--- src/sv/otq_pkg.sv ---
`timescale 1ns / 1ps
`default_nettype none
package otq_pkg;

	localparam int QUEUE_DEPTH = 16;
	localparam int VAL_W       = 20;
	localparam int CMD_W       = 2;
	localparam int IDX_IN_W    = 4;
	localparam int STAT_W      = 2;
	localparam int CNT_OUT_W   = 5;
	localparam int IDX_W       = $clog2(QUEUE_DEPTH);
	localparam int CNT_W       = $clog2(QUEUE_DEPTH + 1);
	localparam int CMP_W       = (IDX_W > IDX_IN_W) ? IDX_W : IDX_IN_W;

	localparam logic [CNT_W-1:0] DEPTH_CNT = CNT_W'(QUEUE_DEPTH);

	localparam logic [CMD_W-1:0] CMD_ENQ  = 2'd0;
	localparam logic [CMD_W-1:0] CMD_DEQ  = 2'd1;
	localparam logic [CMD_W-1:0] CMD_EXT  = 2'd2;
	localparam logic [CMD_W-1:0] CMD_READ = 2'd3;

	localparam logic [STAT_W-1:0] ST_OK    = 2'd0;
	localparam logic [STAT_W-1:0] ST_MISS  = 2'd1;
	localparam logic [STAT_W-1:0] ST_FULL  = 2'd2;
	localparam logic [STAT_W-1:0] ST_RANGE = 2'd3;

	typedef struct packed {
		logic [CMD_W-1:0]    command;
		logic [VAL_W-1:0]    vpn;
		logic [VAL_W-1:0]    pfn;
		logic [IDX_IN_W-1:0] index;
	} req_word_t;

	typedef struct packed {
		logic [STAT_W-1:0]    status;
		logic [VAL_W-1:0]     vpn_out;
		logic [VAL_W-1:0]     pfn_out;
		logic [CNT_OUT_W-1:0] count_out;
	} rsp_word_t;

	// broadcast to every cell
	typedef struct packed {
		logic                go;
		logic                full;
		logic [CNT_W-1:0]    count;
		logic [CMD_W-1:0]    command;
		logic [VAL_W-1:0]    vpn;
		logic [VAL_W-1:0]    pfn;
		logic [IDX_IN_W-1:0] index;
	} cell_ctrl_t;

	// rippled from cell 0 toward the tail
	typedef struct packed {
		logic             hit;
		logic [VAL_W-1:0] page;
		logic [VAL_W-1:0] frame;
	} chain_t;

endpackage
`default_nettype wire

--- src/sv/otq_cell.sv ---
`timescale 1ns / 1ps
`default_nettype none
module otq_cell (
	input  wire logic                     clk,
	input  wire logic [otq_pkg::IDX_W-1:0] cell_idx,
	input  wire otq_pkg::cell_ctrl_t      ctrl,
	input  wire otq_pkg::chain_t          chain_in,
	output otq_pkg::chain_t               chain_out,
	input  wire logic [otq_pkg::VAL_W-1:0] nbr_page,
	input  wire logic [otq_pkg::VAL_W-1:0] nbr_frame,
	output logic [otq_pkg::VAL_W-1:0]     page,
	output logic [otq_pkg::VAL_W-1:0]     frame
);
	import otq_pkg::*;

	logic [VAL_W-1:0] page_q;
	logic [VAL_W-1:0] frame_q;
	logic             occ;
	logic             cand;
	logic             first;
	logic             remove;

	assign occ    = CNT_W'(cell_idx) < ctrl.count;
	assign remove = (ctrl.command == CMD_DEQ) || (ctrl.command == CMD_EXT);

	always_comb begin
		case (ctrl.command)
			CMD_DEQ:  cand = occ && (cell_idx == '0);
			CMD_EXT:  cand = occ && (page_q == ctrl.vpn);
			CMD_READ: cand = occ && (CMP_W'(cell_idx) == CMP_W'(ctrl.index));
			default:  cand = 1'b0;
		endcase
	end

	// only the oldest candidate drives the data chain
	assign first           = cand && !chain_in.hit;
	assign chain_out.hit   = chain_in.hit || cand;
	assign chain_out.page  = chain_in.page | (first ? page_q : '0);
	assign chain_out.frame = chain_in.frame | (first ? frame_q : '0);

	always_ff @(posedge clk) begin
		if (ctrl.go) begin
			if (remove && chain_out.hit) begin
				// close the gap: take the younger neighbor
				page_q  <= nbr_page;
				frame_q <= nbr_frame;
			end else if (ctrl.command == CMD_ENQ && !ctrl.full
				&& CNT_W'(cell_idx) == ctrl.count) begin
				page_q  <= ctrl.vpn;
				frame_q <= ctrl.pfn;
			end
		end
	end

	assign page  = page_q;
	assign frame = frame_q;

endmodule
`default_nettype wire

--- src/sv/ordered_tlb_queue.sv ---
// Ordered translation queue, oldest entry first, QUEUE_DEPTH cells.
// Request channel (req_valid/req_ready/req) carries one command word:
// enqueue, dequeue head, extract oldest entry with matching vpn, or read
// the vpn at a position. Response channel (rsp_valid/rsp_ready/rsp) returns
// exactly one word per command: status, vpn_out, pfn_out, count_out.
// Latency: the response is valid the cycle after the request is taken.
// Throughput: one command per cycle unless a held response stalls. All cells
// compare in parallel; the first-hit and selected data ripple down the row;
// removal shifts every cell behind the hit forward by one in the same edge.
// The response register decouples the sides: while the receiver stalls, a
// held response blocks new requests only until it is taken (req_ready is
// high whenever the response register is empty or being drained).
// Reset empties the queue (count zero) and drops any pending response;
// cell contents are not cleared and are never visible until written.
`timescale 1ns / 1ps
`default_nettype none
module ordered_tlb_queue (
	input  wire logic               clk,
	input  wire logic               arst_n,
	input  wire logic               req_valid,
	output logic                    req_ready,
	input  wire otq_pkg::req_word_t req,
	output logic                    rsp_valid,
	input  wire logic               rsp_ready,
	output otq_pkg::rsp_word_t      rsp
);
	import otq_pkg::*;

	logic [CNT_W-1:0] count_q;
	logic [CNT_W-1:0] count_d;
	logic             rsp_valid_q;
	rsp_word_t        rsp_q;
	rsp_word_t        rsp_d;
	logic             accept;
	logic             full;
	logic             found;
	cell_ctrl_t       ctrl;

	chain_t           chain [0:QUEUE_DEPTH];
	logic [VAL_W-1:0] page_w  [0:QUEUE_DEPTH-1];
	logic [VAL_W-1:0] frame_w [0:QUEUE_DEPTH-1];

	assign req_ready = !rsp_valid_q || rsp_ready;
	assign accept    = req_valid && req_ready;
	assign full      = count_q == DEPTH_CNT;

	assign ctrl.go      = accept;
	assign ctrl.full    = full;
	assign ctrl.count   = count_q;
	assign ctrl.command = req.command;
	assign ctrl.vpn     = req.vpn;
	assign ctrl.pfn     = req.pfn;
	assign ctrl.index   = req.index;

	assign chain[0] = '0;

	for (genvar i = 0; i < QUEUE_DEPTH; i++) begin : g_cell
		logic [VAL_W-1:0] nbr_page;
		logic [VAL_W-1:0] nbr_frame;
		if (i == QUEUE_DEPTH - 1) begin : g_tail
			assign nbr_page  = '0;
			assign nbr_frame = '0;
		end else begin : g_body
			assign nbr_page  = page_w[i+1];
			assign nbr_frame = frame_w[i+1];
		end
		otq_cell u_cell (
			.clk       (clk),
			.cell_idx  (IDX_W'(i)),
			.ctrl      (ctrl),
			.chain_in  (chain[i]),
			.chain_out (chain[i+1]),
			.nbr_page  (nbr_page),
			.nbr_frame (nbr_frame),
			.page      (page_w[i]),
			.frame     (frame_w[i])
		);
	end

	assign found = chain[QUEUE_DEPTH].hit;

	always_comb begin
		count_d       = count_q;
		rsp_d.status  = ST_OK;
		rsp_d.vpn_out = '0;
		rsp_d.pfn_out = '0;
		case (req.command)
			CMD_ENQ: begin
				if (full) begin
					rsp_d.status = ST_FULL;
				end else begin
					count_d = count_q + 1'b1;
				end
			end
			CMD_DEQ, CMD_EXT: begin
				if (found) begin
					rsp_d.vpn_out = chain[QUEUE_DEPTH].page;
					rsp_d.pfn_out = chain[QUEUE_DEPTH].frame;
					count_d       = count_q - 1'b1;
				end else begin
					rsp_d.status = ST_MISS;
				end
			end
			CMD_READ: begin
				if (found) begin
					rsp_d.vpn_out = chain[QUEUE_DEPTH].page;
				end else begin
					rsp_d.status = ST_RANGE;
				end
			end
			default: begin
				rsp_d.status = ST_OK;
			end
		endcase
		rsp_d.count_out = CNT_OUT_W'(count_d);
	end

	always_ff @(posedge clk or negedge arst_n) begin
		if (!arst_n) begin
			count_q     <= '0;
			rsp_valid_q <= 1'b0;
		end else begin
			if (accept) begin
				count_q     <= count_d;
				rsp_valid_q <= 1'b1;
			end else if (rsp_ready) begin
				rsp_valid_q <= 1'b0;
			end
		end
	end

	always_ff @(posedge clk) begin
		if (accept) begin
			rsp_q <= rsp_d;
		end
	end

	assign rsp_valid = rsp_valid_q;
	assign rsp       = rsp_q;

endmodule
`default_nettype wire

--- config.mk ---
export PLATFORM = sky130hd
export DESIGN_NAME = ordered_tlb_queue
export DESIGN_NICKNAME = d
export VERILOG_FILES = /design/src/sv/otq_pkg.sv /design/src/sv/otq_cell.sv /design/src/sv/ordered_tlb_queue.sv
export SDC_FILE = /design/constraint.sdc
export NUM_CORES = 1
export LEC_CHECK = 0
export ABC_CLOCK_PERIOD_IN_PS = 9300
export BUFFER_PORTS_ARGS = -buffer_cell sky130_fd_sc_hd__buf_4
export CORE_ASPECT_RATIO = 1.1
export CORE_MARGIN = 2
export CORE_UTILIZATION = 30
export DETAILED_ROUTE_END_ITERATION = 16
export GPL_TIMING_DRIVEN = 1
export HOLD_SLACK_MARGIN = 0.05
export PLACE_DENSITY = 0.44
export SLEW_MARGIN = 20
export SYNTH_ARGS = -nofsm -noshare
export SYNTH_HDL_FRONTEND = slang
export SYNTH_SLANG_ARGS = --single-unit
--- constraint.sdc ---
create_clock -name clk -period 9.3 [get_ports clk]
set_clock_uncertainty 0.2 [all_clocks]
set_input_delay 0.93 -clock clk [delete_from_list [all_inputs] [get_ports clk]]
set_output_delay 0.93 -clock clk [all_outputs]
set_load 0.01 [all_outputs]
==> flow_summary.yaml <==
run_status:
  outcome: "finished, final reports clean"
logic_synthesis:
  yosysUniqueCellTypes: 73
  synthSimpleGateAreaFrac: 0.07044
  synth_top_family_by_area: "multiplexers"
  ys_top_cells_by_count: "edfxtp_1, mux2_2, xor2_1"
  yosysTopAreaCell: "edfxtp_1"
  synth_edf_count: 687
  synth-main-ff-cell: "edfxtp_1"
  synth_xor_xnor_area_share: 0.07375
  seq_area_frac_synth: 0.5451
  ys_ff_latch: 693
  synth_top_area_share: 0.5412
  yosysWarnings: 0
  avgSynthCellArea_um2: 13.05
  synth.most_common_cell: "edfxtp_1"
  syn_nets: 2980
  synth_mux_area_frac: 0.1707
  synth.cell_area_um2: 38120
  synth_fa_ha_area_frac: 0.003282
  ys_async_sr_fraction: 0.008658
  synth_cells: 2920
  synth_compound_area_frac: 0.09821
  yosys-top-cells-area: "edfxtp_1, mux2_2, xor2_1"
detailed_routing:
  post_drt_wl_per_cell_um: 32.05
  routed-via-count: 26050
  wl_um: 148200
  vias_per_cell: 5.632
  drtIter0Drc: 2739
  route.detailed.drc: 0
  ant_nets: 0
  drt_pass1_iterations: 6
grt:
  grt_max_degree: 64
  grt_pass1_vias: 26750
  grt_use_total: 0.2245
  grt_pass1_wl_um: 208700
  antenna_found_initial: 5
  grt_overflow: 0
placement:
  dp_cells: 4472
  dp_hpwl_um: 99060
  dpl_cell_area_um2: 40460
  gp_congestion: 0.9016
  port_buffers: 98
sta:
  slew_headroom: 0.2233
  worst_slew_pin_slew_ps: 1161
  fmax_ghz: 0.1662
  period_needed_ps: 6016
  finalCritPeriodShare: 0.6469
  hold_violations: 0
  setup_viol: 0
  slew_violations: 0
  hold_ws_ps: 288.6
  tns_ps: 0
  rsz0062_at_grt: "false"
floorplanning:
  fp.dieArea_um2: 129900
  row_count: 137
  die_h_um: 377.9
  core-area_um2: 126500
  ios: 99
  start_util: 0.3013
  fp.dieW_um: 343.9
worst_setup_path:
  worst_ep_arrival_time_ps: 6100
  rrSetupSlack_ps: 3480
  cp-start-kind: "input pin"
  r2r_end: "g_cell[9].u_cell.page[15]"
  path_max_fanout: 41
  path_class: "in -> reg"
  required_ps: 9380
  timing.rr.start: "count_q[4]"
  worstSetupEndpointType: "flop"
  rr_worst_depth: 11
pwr:
  p_int_w: 0.006209
  combinationalPowerShare: 0.195
  cellPowerDensity_nw_per_um2: 205.5
  p_leak_nw: 14.00
  p_switching_w: 0.002649
  peakVddDrop_mv: 0.1259
  clkPwrFrac: 0.366
  seq_power_share: 0.438
  p_sw_frac: 0.2990
hold_path:
  min_from: "req_valid"
  hold-path-cell-count: 2
  hold_end: "rsp_valid"
  hold_path_class: "in -> reg"
clock_tree:
  cts_setup_buffers: 0
  cts.sinks: 693
  ctsResizeCount: 0
  cts.clk_slew.worst_paths_ps: 60
  cts_made_buffers: 84
  clk_latency_ps: 670
  cts_tree: "built"
  clockRootBuffer: "clkbuf_16"
  ctsHoldBuffers: 1
  clk_path_buf_depth: 3
  cts-htree-levels: 3
cells_and_area:
  drive_gt1_frac: 0.3091
  fin_cells: 4625
  fin_util: 0.3407
  design_area_um2: 43100
  area_growth_pct: 13.07
  nets: 2951
run:
  maxCapViolations: 0
kinds of logic (layout without fill, tap and decap cells):
kind of cell             Yosys count  in the layout
XOR/XNOR                         321            321
adder cells (fa/ha/maj)           10             10
flip-flops                       693            693
buffers and inverters            310            344
AND/OR/NAND/NOR                  500            500
multiplexers                     578            578
AO/OA/AOI/OAI                    508            508
other                              0              3
power groups by stage:
| stage | logic, W | clock network [W] | registers (W) |
|---|---|---|---|
| final | 0.00173 | 0.00325 | 0.00388 |
| after CTS | 0.00173 | 0.00331 | 0.00388 |
| after detailed placement | 0.00172 | 0 | 0.00394 |
| after floorplan | 0.00112 | 0 | 0.00385 |
| after global placement | 0.00171 | 0 | 0.00394 |
| after global routing | 0.00182 | 0.00342 | 0.00390 |
flip-flops by register name, summed over array words and instances (netlist names):
signal / flops
rsp_valid: 1
count_q: 5
g_cell.u_cell.frame: 320
g_cell.u_cell.page: 320
rsp: 47
worst max path at each step:
stage / startpoint / to / depth (start not counted)
finish: req[40] / g_cell[5].u_cell.page[16] / 11
global route: req[40] / g_cell[5].u_cell.page[16] / 11
CTS: count_q[1] / g_cell[4].u_cell.page[13] / 11
detailed placement: req[40] / g_cell[4].u_cell.page[13] / 11
global placement: req[40] / g_cell[4].u_cell.page[15] / 10
floorplan: req[44] / g_cell[15].u_cell.frame[0] / 13
worst max-delay path, cell delays in order:
cell     delay [ps]
buf_4           420
xor2_1          230
nor4_1          480
nand4_1         180
o41ai_2         430
nand2_2         510
buf_4           430
nand3_1         770
nand2_2         840
a21oi_4         310
buf_4           500
per-stage QoR:
step / power, W / worst slack [ps]
final: 0.008858 / 3284
after global routing: 0.009134 / 2894
after CTS: 0.008915 / 3231
after detailed placement: 0.005664 / 2596
after global placement: 0.005651 / 2588
after floorplan: 0.004979 / 3582
cells in the final DEF (no fill, tap or decap), types with 44 or more instances in the layout:
cell	instances
edfxtp_1	687
mux2_2	571
xor2_1	253
buf_4	160
nand2_1	103
a22oi_1	102
nor2_1	88
clkbuf_16	87
xnor2_1	68
o21ai_0	62
nor4_1	61
a221oi_1	59
and2_1	50
o22ai_1	44
per-layer routing:
metal	vias to the layer above	wire, um	track usage
li1	11200	-	-
met2	1030	70200	0.3665
met3	260	7892	0.03256
met5	-	28	0
met1	13560	61730	0.2888
met4	6	8369	0.1139
cell type report:
class,instances,area [um2]
Sequential cell,693,20780
Multi-Input combinational cell,1917,16270
Tap cell,1668,2087
Timing Repair Buffer,161,1211
Clock buffer,104,2241
Fill cell,12470,83400
Inverter,34,127.6
Antenna cell,3,7.507
Clock inverter,45,375.4
Note: power is estimated with default switching activity, not from simulation.
